===== src/hw/rtl/murmur64b_hash_unit_macros.svh =====
// Assertion macros for the murmur64b hash unit.
// Expects clk_i and rst_ni in the scope where a macro is used.
`ifndef MURMUR64B_HASH_UNIT_MACROS_SVH
`define MURMUR64B_HASH_UNIT_MACROS_SVH

// Same-cycle implication, sampled on the rising clock edge, off during reset.
`define MM64B_ASSERT_IMP(name, ante, cons) \
  name: assert property (@(posedge clk_i) disable iff (!rst_ni) (ante) |-> (cons)) \
    else $error("murmur64b hash unit: check failed");

// Next-cycle implication.
`define MM64B_ASSERT_NXT(name, ante, cons) \
  name: assert property (@(posedge clk_i) disable iff (!rst_ni) (ante) |=> (cons)) \
    else $error("murmur64b hash unit: check failed");

`endif


===== src/hw/rtl/mm64b_pkg.sv =====
// Shared constants, types and the mixing multiply of the murmur64b hash unit.
// No dependencies.
package mm64b_pkg;

  localparam logic [31:0] MixMult   = 32'h5bd1e995;
  localparam int unsigned MixShift  = 24;
  localparam int unsigned FinShift0 = 18;
  localparam int unsigned FinShift1 = 22;
  localparam int unsigned FinShift2 = 17;
  localparam int unsigned FinShift3 = 19;
  localparam logic [31:0] SeedReset = 32'hEE6B27EB;
  localparam int unsigned QueueDepthDefault = 4;

  typedef enum logic [1:0] {
    KIND_NONE = 2'd0,
    KIND_FULL = 2'd1,
    KIND_PART = 2'd2
  } word_kind_e;

  // One classified request on its way from the front to the back.
  typedef struct packed {
    logic [31:0] key;   // mixed word (full) or masked tail (partial)
    word_kind_e  kind;
    logic        last;
    logic        start; // first word of a message
    logic [31:0] init;  // seed xor total length
  } item_t;

  function automatic logic [31:0] mul_mix(input logic [31:0] a);
    logic [63:0] p;
    p = {32'd0, a} * {32'd0, MixMult};
    return p[31:0];
  endfunction

endpackage


===== src/hw/rtl/mm64b_front.sv =====
// Front end: takes requests, classifies them and mixes full words in two stages.
// Depends on mm64b_pkg.
module mm64b_front (
  input  logic                 clk_i,
  input  logic                 rst_ni,
  input  logic                 accept_i,
  input  logic [31:0]          data_word_i,
  input  logic [2:0]           valid_bytes_i,
  input  logic                 last_word_i,
  input  logic [30:0]          total_length_i,
  input  logic [31:0]          seed_i,
  output logic                 item_valid_o,
  output mm64b_pkg::item_t     item_o,
  output logic [1:0]           inflight_o
);

  logic             in_msg_q, in_msg_d;
  logic             v1_q, v2_q;
  mm64b_pkg::item_t s1_q, s1_d, s2_q, s2_d;
  logic [31:0]      mask;
  logic [31:0]      k1;

  always_comb begin
    case (valid_bytes_i)
      3'd1:    mask = 32'h0000_00FF;
      3'd2:    mask = 32'h0000_FFFF;
      3'd3:    mask = 32'h00FF_FFFF;
      default: mask = 32'hFFFF_FFFF;
    endcase
  end

  always_comb begin
    s1_d.last  = last_word_i;
    s1_d.start = !in_msg_q;
    s1_d.init  = seed_i ^ {1'b0, total_length_i};
    if (valid_bytes_i == 3'd0) begin
      s1_d.kind = mm64b_pkg::KIND_NONE;
      s1_d.key  = data_word_i;
    end else if (valid_bytes_i[2]) begin
      s1_d.kind = mm64b_pkg::KIND_FULL;
      s1_d.key  = mm64b_pkg::mul_mix(data_word_i);
    end else begin
      s1_d.kind = mm64b_pkg::KIND_PART;
      s1_d.key  = data_word_i & mask;
    end
  end

  // Second mixing multiply on full words; other kinds pass unchanged.
  always_comb begin
    k1     = s1_q.key ^ (s1_q.key >> mm64b_pkg::MixShift);
    s2_d   = s1_q;
    if (s1_q.kind == mm64b_pkg::KIND_FULL) begin
      s2_d.key = mm64b_pkg::mul_mix(k1);
    end
  end

  assign in_msg_d = accept_i ? !last_word_i : in_msg_q;

  always_ff @(posedge clk_i or negedge rst_ni) begin
    if (!rst_ni) begin
      in_msg_q <= 1'b0;
      v1_q     <= 1'b0;
      v2_q     <= 1'b0;
    end else begin
      in_msg_q <= in_msg_d;
      v1_q     <= accept_i;
      v2_q     <= v1_q;
    end
  end

  always_ff @(posedge clk_i) begin
    s1_q <= s1_d;
    s2_q <= s2_d;
  end

  assign item_valid_o = v2_q;
  assign item_o       = s2_q;
  assign inflight_o   = {1'b0, v1_q} + {1'b0, v2_q};

endmodule


===== src/hw/rtl/mm64b_queue.sv =====
// Short request queue between front and back end.
// Depends on mm64b_pkg.
module mm64b_queue #(
  parameter int unsigned Depth = mm64b_pkg::QueueDepthDefault
) (
  input  logic                        clk_i,
  input  logic                        rst_ni,
  input  logic                        push_i,
  input  mm64b_pkg::item_t            item_i,
  input  logic                        pop_i,
  output logic                        valid_o,
  output mm64b_pkg::item_t            item_o,
  output logic [$clog2(Depth+1)-1:0]  count_o
);

  localparam int unsigned PtrW = (Depth > 1) ? $clog2(Depth) : 1;
  localparam int unsigned CntW = $clog2(Depth + 1);

  mm64b_pkg::item_t  store_q [Depth];
  logic [PtrW-1:0]   wr_q, rd_q;
  logic [CntW-1:0]   cnt_q;
  logic              do_pop;

  function automatic logic [PtrW-1:0] ptr_next(input logic [PtrW-1:0] p);
    return (p == PtrW'(Depth - 1)) ? '0 : p + PtrW'(1);
  endfunction

  assign do_pop = pop_i && (cnt_q != '0);

  always_ff @(posedge clk_i or negedge rst_ni) begin
    if (!rst_ni) begin
      wr_q  <= '0;
      rd_q  <= '0;
      cnt_q <= '0;
    end else begin
      if (push_i) wr_q <= ptr_next(wr_q);
      if (do_pop) rd_q <= ptr_next(rd_q);
      cnt_q <= cnt_q + CntW'(push_i) - CntW'(do_pop);
    end
  end

  always_ff @(posedge clk_i) begin
    if (push_i) store_q[wr_q] <= item_i;
  end

  assign valid_o = (cnt_q != '0);
  assign item_o  = store_q[rd_q];
  assign count_o = cnt_q;

endmodule


===== src/hw/rtl/mm64b_back.sv =====
// Back end: accumulator update, four-round finalization and result register.
// Depends on mm64b_pkg; shares one constant multiplier across all steps.
module mm64b_back (
  input  logic              clk_i,
  input  logic              rst_ni,
  input  logic              item_valid_i,
  input  mm64b_pkg::item_t  item_i,
  output logic              item_pop_o,
  input  logic              pop_i,
  output logic              empty_o,
  output logic [63:0]       hash_value_o
);

  typedef enum logic [2:0] {
    ST_RUN = 3'b001,
    ST_FIN = 3'b010,
    ST_OUT = 3'b100
  } back_state_e;

  back_state_e state_q, state_d;
  logic [31:0] hi_q, hi_d, lo_q, lo_d;
  logic        par_q, par_d;
  logic [1:0]  rnd_q, rnd_d;
  logic        out_v_q, out_v_d;
  logic [63:0] out_q;
  logic        load;
  logic [31:0] base_hi, base_lo;
  logic        base_par;
  logic [31:0] mul_a, prod;

  assign base_hi  = item_i.start ? item_i.init : hi_q;
  assign base_lo  = item_i.start ? 32'd0 : lo_q;
  assign base_par = item_i.start ? 1'b0 : par_q;
  assign prod     = mm64b_pkg::mul_mix(mul_a);

  always_comb begin
    state_d    = state_q;
    hi_d       = hi_q;
    lo_d       = lo_q;
    par_d      = par_q;
    rnd_d      = rnd_q;
    mul_a      = 32'd0;
    item_pop_o = 1'b0;
    load       = 1'b0;
    case (state_q)
      ST_RUN: begin
        if (item_valid_i) begin
          item_pop_o = 1'b1;
          hi_d       = base_hi;
          lo_d       = base_lo;
          par_d      = base_par;
          case (item_i.kind)
            mm64b_pkg::KIND_FULL: begin
              mul_a = base_par ? base_lo : base_hi;
              if (base_par) lo_d = prod ^ item_i.key;
              else          hi_d = prod ^ item_i.key;
              par_d = !base_par;
            end
            mm64b_pkg::KIND_PART: begin
              mul_a = base_lo ^ item_i.key;
              lo_d  = prod;
            end
            default: ;
          endcase
          if (item_i.last) begin
            state_d = ST_FIN;
            rnd_d   = 2'd0;
          end
        end
      end
      ST_FIN: begin
        rnd_d = rnd_q + 2'd1;
        case (rnd_q)
          2'd0: begin
            mul_a = hi_q ^ (lo_q >> mm64b_pkg::FinShift0);
            hi_d  = prod;
          end
          2'd1: begin
            mul_a = lo_q ^ (hi_q >> mm64b_pkg::FinShift1);
            lo_d  = prod;
          end
          2'd2: begin
            mul_a = hi_q ^ (lo_q >> mm64b_pkg::FinShift2);
            hi_d  = prod;
          end
          default: begin
            mul_a   = lo_q ^ (hi_q >> mm64b_pkg::FinShift3);
            lo_d    = prod;
            state_d = ST_OUT;
          end
        endcase
      end
      ST_OUT: begin
        // Hold until the result register is free or drains this cycle.
        if (!out_v_q || pop_i) begin
          load    = 1'b1;
          hi_d    = 32'd0;
          lo_d    = 32'd0;
          par_d   = 1'b0;
          state_d = ST_RUN;
        end
      end
      default: state_d = ST_RUN;
    endcase
  end

  always_comb begin
    out_v_d = out_v_q;
    if (pop_i) out_v_d = 1'b0;
    if (load) out_v_d = 1'b1;
  end

  always_ff @(posedge clk_i or negedge rst_ni) begin
    if (!rst_ni) begin
      state_q <= ST_RUN;
      hi_q    <= 32'd0;
      lo_q    <= 32'd0;
      par_q   <= 1'b0;
      rnd_q   <= 2'd0;
      out_v_q <= 1'b0;
    end else begin
      state_q <= state_d;
      hi_q    <= hi_d;
      lo_q    <= lo_d;
      par_q   <= par_d;
      rnd_q   <= rnd_d;
      out_v_q <= out_v_d;
    end
  end

  always_ff @(posedge clk_i) begin
    if (load) out_q <= {hi_q, lo_q};
  end

  assign empty_o      = !out_v_q;
  assign hash_value_o = out_q;

endmodule


===== src/hw/rtl/murmur64b_hash_unit.sv =====
// Top level of the murmur64b hash unit: seed register, front, queue, back.
// Depends on mm64b_pkg, mm64b_front, mm64b_queue, mm64b_back and the macro header.
//
//   channel   direction  handshake            payload
//   message   in         push / full          data_word_i, valid_bytes_i,
//                                             last_word_i, total_length_i
//   hash      out        empty / pop          hash_value_o
//   config    in         psel/penable/pready  paddr, pwdata, prdata (hash_seed)
//
// A request passes through the front stages (one stage per mixing multiply),
// then the back end takes one word per cycle while it is not finalizing or
// holding a result, using the single shared multiplier. After the last word
// of a message the back end runs the finalization rounds, then loads the
// result register. Reset clears the message state, queue and result valid
// flag; the seed returns to 0xEE6B27EB. full rises when queue plus front
// stages hold QueueDepth requests; a waiting result stalls only the back end.
`include "murmur64b_hash_unit_macros.svh"

module murmur64b_hash_unit #(
  parameter int unsigned QueueDepth = mm64b_pkg::QueueDepthDefault
) (
  input  logic        clk_i,
  input  logic        rst_ni,
  // message words
  input  logic        push,
  output logic        full,
  input  logic [31:0] data_word_i,
  input  logic [2:0]  valid_bytes_i,
  input  logic        last_word_i,
  input  logic [30:0] total_length_i,
  // hash results
  output logic        empty,
  input  logic        pop,
  output logic [63:0] hash_value_o,
  // configuration
  input  logic        psel,
  input  logic        penable,
  input  logic        pwrite,
  input  logic [2:0]  paddr,
  input  logic [31:0] pwdata,
  output logic [31:0] prdata,
  output logic        pready
);

  localparam int unsigned CntW = $clog2(QueueDepth + 1);
  localparam int unsigned OccW = CntW + 1;

  logic [31:0]      seed_q;
  logic             accept;
  logic             fe_valid;
  mm64b_pkg::item_t fe_item;
  logic [1:0]       inflight;
  logic             q_valid;
  mm64b_pkg::item_t q_item;
  logic [CntW-1:0]  q_count;
  logic             q_pop;
  logic [OccW-1:0]  occ;

  // Seed register: one register, decoded on paddr[2] == 0 (byte addresses 0 to 3).
  assign pready = 1'b1;
  assign prdata = (paddr[2] == 1'b0) ? seed_q : 32'd0;

  always_ff @(posedge clk_i or negedge rst_ni) begin
    if (!rst_ni) begin
      seed_q <= mm64b_pkg::SeedReset;
    end else if (psel && penable && pwrite && pready && (paddr[2] == 1'b0)) begin
      seed_q <= pwdata;
    end
  end

  // Reserve queue space for every request still in the front stages.
  assign occ    = OccW'(q_count) + OccW'(inflight);
  assign full   = (occ >= OccW'(QueueDepth));
  assign accept = push && !full;

  mm64b_front u_front (
    .clk_i          (clk_i),
    .rst_ni         (rst_ni),
    .accept_i       (accept),
    .data_word_i    (data_word_i),
    .valid_bytes_i  (valid_bytes_i),
    .last_word_i    (last_word_i),
    .total_length_i (total_length_i),
    .seed_i         (seed_q),
    .item_valid_o   (fe_valid),
    .item_o         (fe_item),
    .inflight_o     (inflight)
  );

  mm64b_queue #(
    .Depth (QueueDepth)
  ) u_queue (
    .clk_i   (clk_i),
    .rst_ni  (rst_ni),
    .push_i  (fe_valid),
    .item_i  (fe_item),
    .pop_i   (q_pop),
    .valid_o (q_valid),
    .item_o  (q_item),
    .count_o (q_count)
  );

  mm64b_back u_back (
    .clk_i        (clk_i),
    .rst_ni       (rst_ni),
    .item_valid_i (q_valid),
    .item_i       (q_item),
    .item_pop_o   (q_pop),
    .pop_i        (pop),
    .empty_o      (empty),
    .hash_value_o (hash_value_o)
  );

  // Credit accounting never lets the queue plus front stages overfill.
  `MM64B_ASSERT_IMP(a_occ_bound, 1'b1, occ <= OccW'(QueueDepth))
  // A request leaving the front always finds a free queue slot.
  `MM64B_ASSERT_IMP(a_no_overflow, fe_valid, q_count < CntW'(QueueDepth))
  // An accepted request shows up as in flight in the next cycle.
  `MM64B_ASSERT_NXT(a_accept_tracked, accept, inflight != 2'd0)

endmodule

===== config.mk =====
export PLATFORM = sky130hd
export DESIGN_NAME = murmur64b_hash_unit
export DESIGN_NICKNAME = d
export VERILOG_FILES = /design/src/hw/rtl/mm64b_pkg.sv /design/src/hw/rtl/mm64b_front.sv /design/src/hw/rtl/mm64b_queue.sv /design/src/hw/rtl/mm64b_back.sv /design/src/hw/rtl/murmur64b_hash_unit.sv
export VERILOG_INCLUDE_DIRS = /design/src /design/src/hw/rtl
export SDC_FILE = /design/constraint.sdc
export NUM_CORES = 2
export LEC_CHECK = 0
export CAP_MARGIN = 40
export CELL_PAD_IN_SITES_DETAIL_PLACEMENT = 0
export CELL_PAD_IN_SITES_GLOBAL_PLACEMENT = 1
export CORE_AREA = 5 5 333 335
export CTS_CLUSTER_DIAMETER = 50
export DETAILED_ROUTE_END_ITERATION = 7
export DIE_AREA = 0 0 338 340
export DONT_BUFFER_PORTS = 1
export MAX_ROUTING_LAYER = met4
export PLACE_DENSITY_LB_ADDON = 0.1
export SLEW_MARGIN = 10
export SYNTH_ARGS = -nofsm -noshare
export SYNTH_HDL_FRONTEND = slang
export SYNTH_SLANG_ARGS = --single-unit

===== constraint.sdc =====
create_clock -name clk_i -period 10.2 [get_ports clk_i]
set_clock_uncertainty 0.15 [all_clocks]
set_input_delay 0.51 -clock clk_i [delete_from_list [all_inputs] [get_ports clk_i]]
set_output_delay 0.51 -clock clk_i [all_outputs]
set_load 0.005 [all_outputs]

==> After elaboration in Yosys (flattened, before gate mapping) <==
Memory sizes are Yosys's and may differ from the RTL's.
Cells that the tools add are included.
{ "word_totals": {"reg_bits": 313, "ramBits": 272, "output_inout_bits": 99, "word_cells": 136, "mem_count": 1} }
{ "mem_list": {"columns": ["memory", "words", "word_bits", "rd", "rd_clocked_by_memory_dff", "wr", "line", "text"], "rows": [
  ["u_queue.store_q", 4, 68, 1, 0, 1, "mm64b_queue.sv:19", "mm64b_pkg::item_t store_q [Depth];"]
]} }
{ "op_classes": {"addsub": 7, "n_mul": 3, "magnitude_cmp": 1, "eq_ne": 19, "muxes": 46, "n_bitwise": 10, "reduce_logical": 25} }
{ "op_table": {"columns": ["op", "n"], "rows": [
  ["$mux 32", 14],
  ["$pmux 32 s3", 4],
  ["$pmux 32 s2", 3],
  ["$mul 32x31->32 const B", 3],
  ["$mux 34", 2],
  ["$xor 32x32->32", 2],
  ["$and 32x32->32", 1],
  ["$xor 32x10->32", 1],
  ["$xor 32x13->32", 1],
  ["$xor 32x14->32", 1],
  ["$xor 32x15->32", 1],
  ["$xor 32x31->32", 1],
  ["$xor 32x8->32", 1],
  ["$mux 1", 12],
  ["$mux 3", 4],
  ["$reduce_and 4->1", 3],
  ["$ne 2x2->1 const B", 5],
  ["$eq 3x2->1 const B", 3],
  ["$pmux 3 s3", 1],
  ["$eq 2x2->1 const B", 4],
  ["$mux 2", 4],
  ["$add 2x1->2 const B", 3],
  ["$eq 2x1->1 const B", 3],
  ["$eq 3x1->1 const B", 2],
  ["other kinds (20)", 32]
]} }

==> Longest topological paths before layout <==
An unclocked memory read counts as a cell.
{ "depth": {"ltp_word": 12, "mapped_depth": 42} }

==> Modules after synthesis <==
Synthesis repeated with hierarchy kept, for this count alone.
{ "unflattened": {"cells_unflattened": 4804, "area_unflattened_um2": 52362.7} }
{ "by_module_without_submodules": {"columns": ["module", "n_inst", "cells_per_inst", "area_per_inst_um2", "seq_area_each_um2"], "rows": [
  ["mm64b_front", 1, 2186, 21693.3, 2797.7],
  ["mm64b_back", 1, 2116, 18749.2, 3699.8],
  ["mm64b_queue", 1, 393, 10309.9, 8343.0],
  ["murmur64b_hash_unit", 1, 109, 1610.3, 827.0]
]} }

==> Worst setup path before layout <==
Ideal clock, no wire load.
{ "synth_timing": {"kind": "reg-to-reg", "from": "register u_queue.rd_q[0]", "to": "register u_back.lo_q[31]", "setup_time_ns": 0.126, "arrival_time_ns": 10.437, "slack_ns": -0.513, "stages_incl_launch_ff": 36, "period_less_slack_ns": 10.713, "path_cell_list": "dfrtp_1 > buf_6 > buf_6 > buf_4 > buf_2 > buf_2 > buf_2 > mux4_2 > inv_1 > ha_1 > clkbuf_1 > clkbuf_1 > buf_1 > a22oi_1 > o21ai_0 > fa_1 > ha_1 > inv_1 > fa_1 > fa_1 > inv_1 > fa_1 > fa_1 > fa_1 > inv_1 > fa_1 > inv_1 > ha_1 > and3_1 > and3_1 > a221oi_1 > o21ai_0 > a21oi_1 > xnor3_2 > xnor2_1 > a221o_1"} }
{ "synth_via": {"elab_chain_len": 12, "word_cells_on_any_way": 18, "cone_classes": "mul: 1; eq/ne: 2; mux: 12; bitwise: 2; memory: 1"} }
{ "synth_rtl": {"columns": ["element", "line", "text"], "rows": [
  ["start: declaration", "mm64b_queue.sv:20", "logic [PtrW-1:0] wr_q, rd_q;"],
  ["start signal: assignment", "mm64b_queue.sv:37", "if (do_pop) rd_q <= ptr_next(rd_q);"],
  ["$mem_v2 4x68 (*)", null, null],
  ["$mux 32, or another cell as far along", "mm64b_back.sv:32", "assign base_lo = item_i.start ? 32'd0 : lo_q;"],
  ["$xor 32x32->32 / $mux 32 (equally long branches)", "mm64b_back.sv:60, mm64b_back.sv:54", null],
  ["$pmux 32 s2", "mm64b_back.sv:52", "case (item_i.kind)"],
  ["$mux 32", "mm64b_back.sv:47", "if (item_valid_i) begin"],
  ["$pmux 32 s2", "mm64b_back.sv:45", "case (state_q)"],
  ["$mul 32x31->32", "mm64b_pkg.sv:31", "p = {32'd0, a} * {32'd0, MixMult};"],
  ["$xor 32x32->32", "mm64b_back.sv:55", "if (base_par) lo_d = prod ^ item_i.key;"],
  ["$mux 32", "mm64b_back.sv:55", null],
  ["$pmux 32 s2", "mm64b_back.sv:52", null],
  ["$mux 32", "mm64b_back.sv:47", null],
  ["$pmux 32 s3 (*)", "mm64b_back.sv:45", null],
  ["end signal: assignment", "mm64b_back.sv:124", "lo_q <= lo_d;"],
  ["end: declaration", "mm64b_back.sv:21", "logic [31:0] hi_q, hi_d, lo_q, lo_d;"]
]} }
Every way passes the cells marked *; elsewhere a longest branch is shown, timed or not. The select of a mux whose other input is x is not followed.
A chain may end at the register's enable or synchronous reset.

==> Worst setup path after layout <==
Same ends and word-level chain as after synthesis.

==> results_dict.tcl <==
set metrics [dict create \
    ys.warnings.count 0 \
    grt_first_pass_wirelength_mm 230.0 \
    cp-start-kind "register" \
    grt.overflow.total 0 \
    drive_gt1_frac 0.08797 \
    wire_per_inst_um 24.56 \
    synth_cells 4587 \
    ys_seq_area_frac 0.3064 \
    nFillCells 9571 \
    worstReg2RegEnd "u_back.lo_q[31]" \
    multi_input_area_um2 31150 \
    async_reset_ff_frac 0.1932 \
    crit_required_ns 10.56 \
    grt_pass1_vias 35080 \
    r2r-start "u_queue.rd_q[0]" \
    path_max_fanout 17 \
    min_period_ns 9.801 \
    synth_fp_nets 5901 \
    die_w_um 338 \
    rsz0062_at_grt "no" \
    cpMostUsedCell "fa_1" \
    syn_area_um2 51140 \
    start_util 0.4744 \
    synth_cell_types 80 \
    pin_count 208 \
    cts_setup_buffers 0 \
    grt_usage 0.2783 \
    die-area_um2 114900 \
    crit_family "adder cells" \
    path_clk_slew_ns 0.06 \
    slew_headroom 0.3381 \
    cts.sinks 585 \
    post_drt_via_cell_ratio 5.372 \
    worst-setup-path-type "register to register" \
    crit_slowest_cell "mux4_2" \
    gp_congestion 0.9424 \
    cp.buffers_inverters 7 \
    endpoint_kind "register" \
    critical-path-max-stage-delay_ns 0.63 \
    first_iter_violations 2447 \
    run_status "finished, final reports clean" \
    fin_nets 6076 \
    min_to "u_front.v1_q" \
    io_buffer_count 0 \
    h-tree-depth 3 \
    ff_latch_area_um2 15680 \
    maxCapViolCount 0 \
    hpwl_mm 118.2 \
    hold_path_class "input pin to register" \
    fp.dieH_um 340 \
    clock_latency_ns 0.65 \
    synth_top_area_share 0.2126 \
    first_pass_iters 6 \
    reg2reg_slack_ns 0.40 \
    wirelength_mm 153.2 \
    antenna_found_initial 2 \
    clock_path_buffers 3 \
    ys_ff_latch 585 \
    area_delta_synth_final_pct 11.62 \
    cts_tree "built" \
    synth_ff_type "edfxtp_1" \
    max_clock_freq_ghz 0.1020 \
    cts_buffers 71 \
    synth_top_cell_by_area "fa_1" \
    timing.final.crit_share 0.9609 \
    rows 121 \
    cp.arrival_ns 10.16 \
    cts_root_buffer "clkbuf_16" \
    report.final.hold_viol_count 0 \
    tightest_slew_ns 0.9929 \
    final_antenna_net_count 0 \
    core_um2 107800 \
    drc_errors 0 \
    synthTopCellsByArea "fa_1 (21%), edfxtp_1 (20%), ha_1 (16%)" \
    min_from "push" \
    syn-mean-instance-area_um2 11.15 \
    crit_cells 31 \
    synth-edff-count 336 \
    setup_viol 0 \
    reg2regPathDepth 31 \
    grt_max_degree 114 \
    tns_ns 0 \
    slew_viol_final 0 \
    vias 33510 \
    holdPathStages 1 \
]
how the worst max path moves through the flow:
stage,slack (ns),to,start
3_5_place_dp,0.42,u_back.lo_q[31],u_queue.rd_q[0]
6_report,0.40,u_back.lo_q[31],u_queue.rd_q[0]
2_1_floorplan,0.03,u_back.lo_q[31],u_queue.rd_q[0]
4_1_cts,0.37,u_back.lo_q[31],u_queue.rd_q[0]
5_1_grt,0.003,u_back.lo_q[31],u_queue.rd_q[0]
3_3_place_gp,0.42,u_back.lo_q[29],u_queue.rd_q[0]
per-stage QoR:
step / hold slack [ns] / std cells / cell area, um^2 / setup WS (ns) / util
4_1_cts: 0.001817 / 6235 / 57080 / 0.3730 / 0.5295
6_report: 0.01592 / 6237 / 57080 / 0.3992 / 0.5295
3_5_place_dp: 0.06790 / 6000 / 53620 / 0.4211 / 0.4974
5_1_grt: 0.009958 / 6235 / 57080 / 0.002872 / 0.5295
3_3_place_gp: 0.06808 / 5979 / 53350 / 0.4219 / 0.4949
2_1_floorplan: 0.06441 / 4587 / 51160 / 0.03178 / -
area by class of cell:
class / count / area share
Multi-Input combinational cell: 2840 / 0.5457
Clock buffer: 90 / 0.03343
Clock inverter: 41 / 0.008439
Sequential cell: 585 / 0.2746
Antenna cell: 3 / 0.0001315
Timing Repair Buffer: 238 / 0.03919
Tap cell: 1414 / 0.03099
Inverter: 1026 / 0.06747
flip-flops by register name (all words and copies together) (netlist names):
signal                count
u_queue.wr_q              2
u_queue.rd_q              2
u_queue.store_q         272
u_front.item_valid_o      1
u_front.item_o           68
u_back.out_v_q            1
u_back.hash_value_o      64
u_back.hi_q              32
u_back.par_q              1
u_back.state_q            3
u_back.lo_q              32
u_front.s1_q             68
u_front.in_msg_q          1
u_front.v1_q              1
u_back.rnd_q              2
seed_q                   32
u_queue.count_o           3
routing by layer:
metal / vias to the layer above / share of wire / GRT usage
met5: - / 0 / -
met4: 0 / 0.040 / 0.09228
met3: 255 / 0.057 / 0.04037
li1: 15490 / - / -
met1: 16780 / 0.41 / 0.3545
met2: 980 / 0.49 / 0.4599
repair_timing:
item,4_1_cts,5_1_grt
endpoints found under the hold margin,213,0
setup endpoints to repair,0,2
hold buffers,104,0
gates resized for setup,0,2
cells by family (layout without fill, tap and decap cells):
kind of cell | after synthesis | in the layout | share of synthesized area
adders and majority gates | 1205 | 1205 | 0.3745
buffers and inverters | 1162 | 1395 | 0.08649
AOI/OAI and AO/OA | 647 | 647 | 0.08211
DFF | 585 | 585 | 0.3064
and+or+nand+nor | 509 | 509 | 0.04573
xor gates and xnor gates | 326 | 326 | 0.05720
muxes | 152 | 152 | 0.04747
other | 1 | 4 | 0.00007333
placed cells by master, fill, tap and decap left out, drive strengths merged, types with 91 or more instances in the layout:
master	netlist	layout
a21oi	142	142
buf	33	136
dfrtp	91	91
dfxtp	136	136
dlygate4sd3	0	102
edfxtp	336	336
fa	543	543
ha	662	662
inv	1026	1040
nand2	223	223
nor2	116	116
o21ai	182	182
xnor2	176	176
xor2	145	145
cell usage after synthesis (23+ instances only):
cell type / count
inv_1: 1026
xor2_1: 145
ha_1: 662
dfxtp_1: 136
dfrtp_1: 91
a22oi_1: 55
fa_1: 543
clkbuf_1: 103
a21oi_1: 142
nor2_1: 113
a22o_1: 33
a221oi_1: 23
edfxtp_1: 336
o22ai_1: 30
mux2i_1: 40
nor2b_1: 41
nand2_1: 221
mux4_2: 68
a21o_1: 36
xnor2_1: 176
o21ai_0: 173
mux2_2: 43
Power is not shown: default switching activity piles up to over one toggle a cycle in this logic, so the estimate is an artifact.
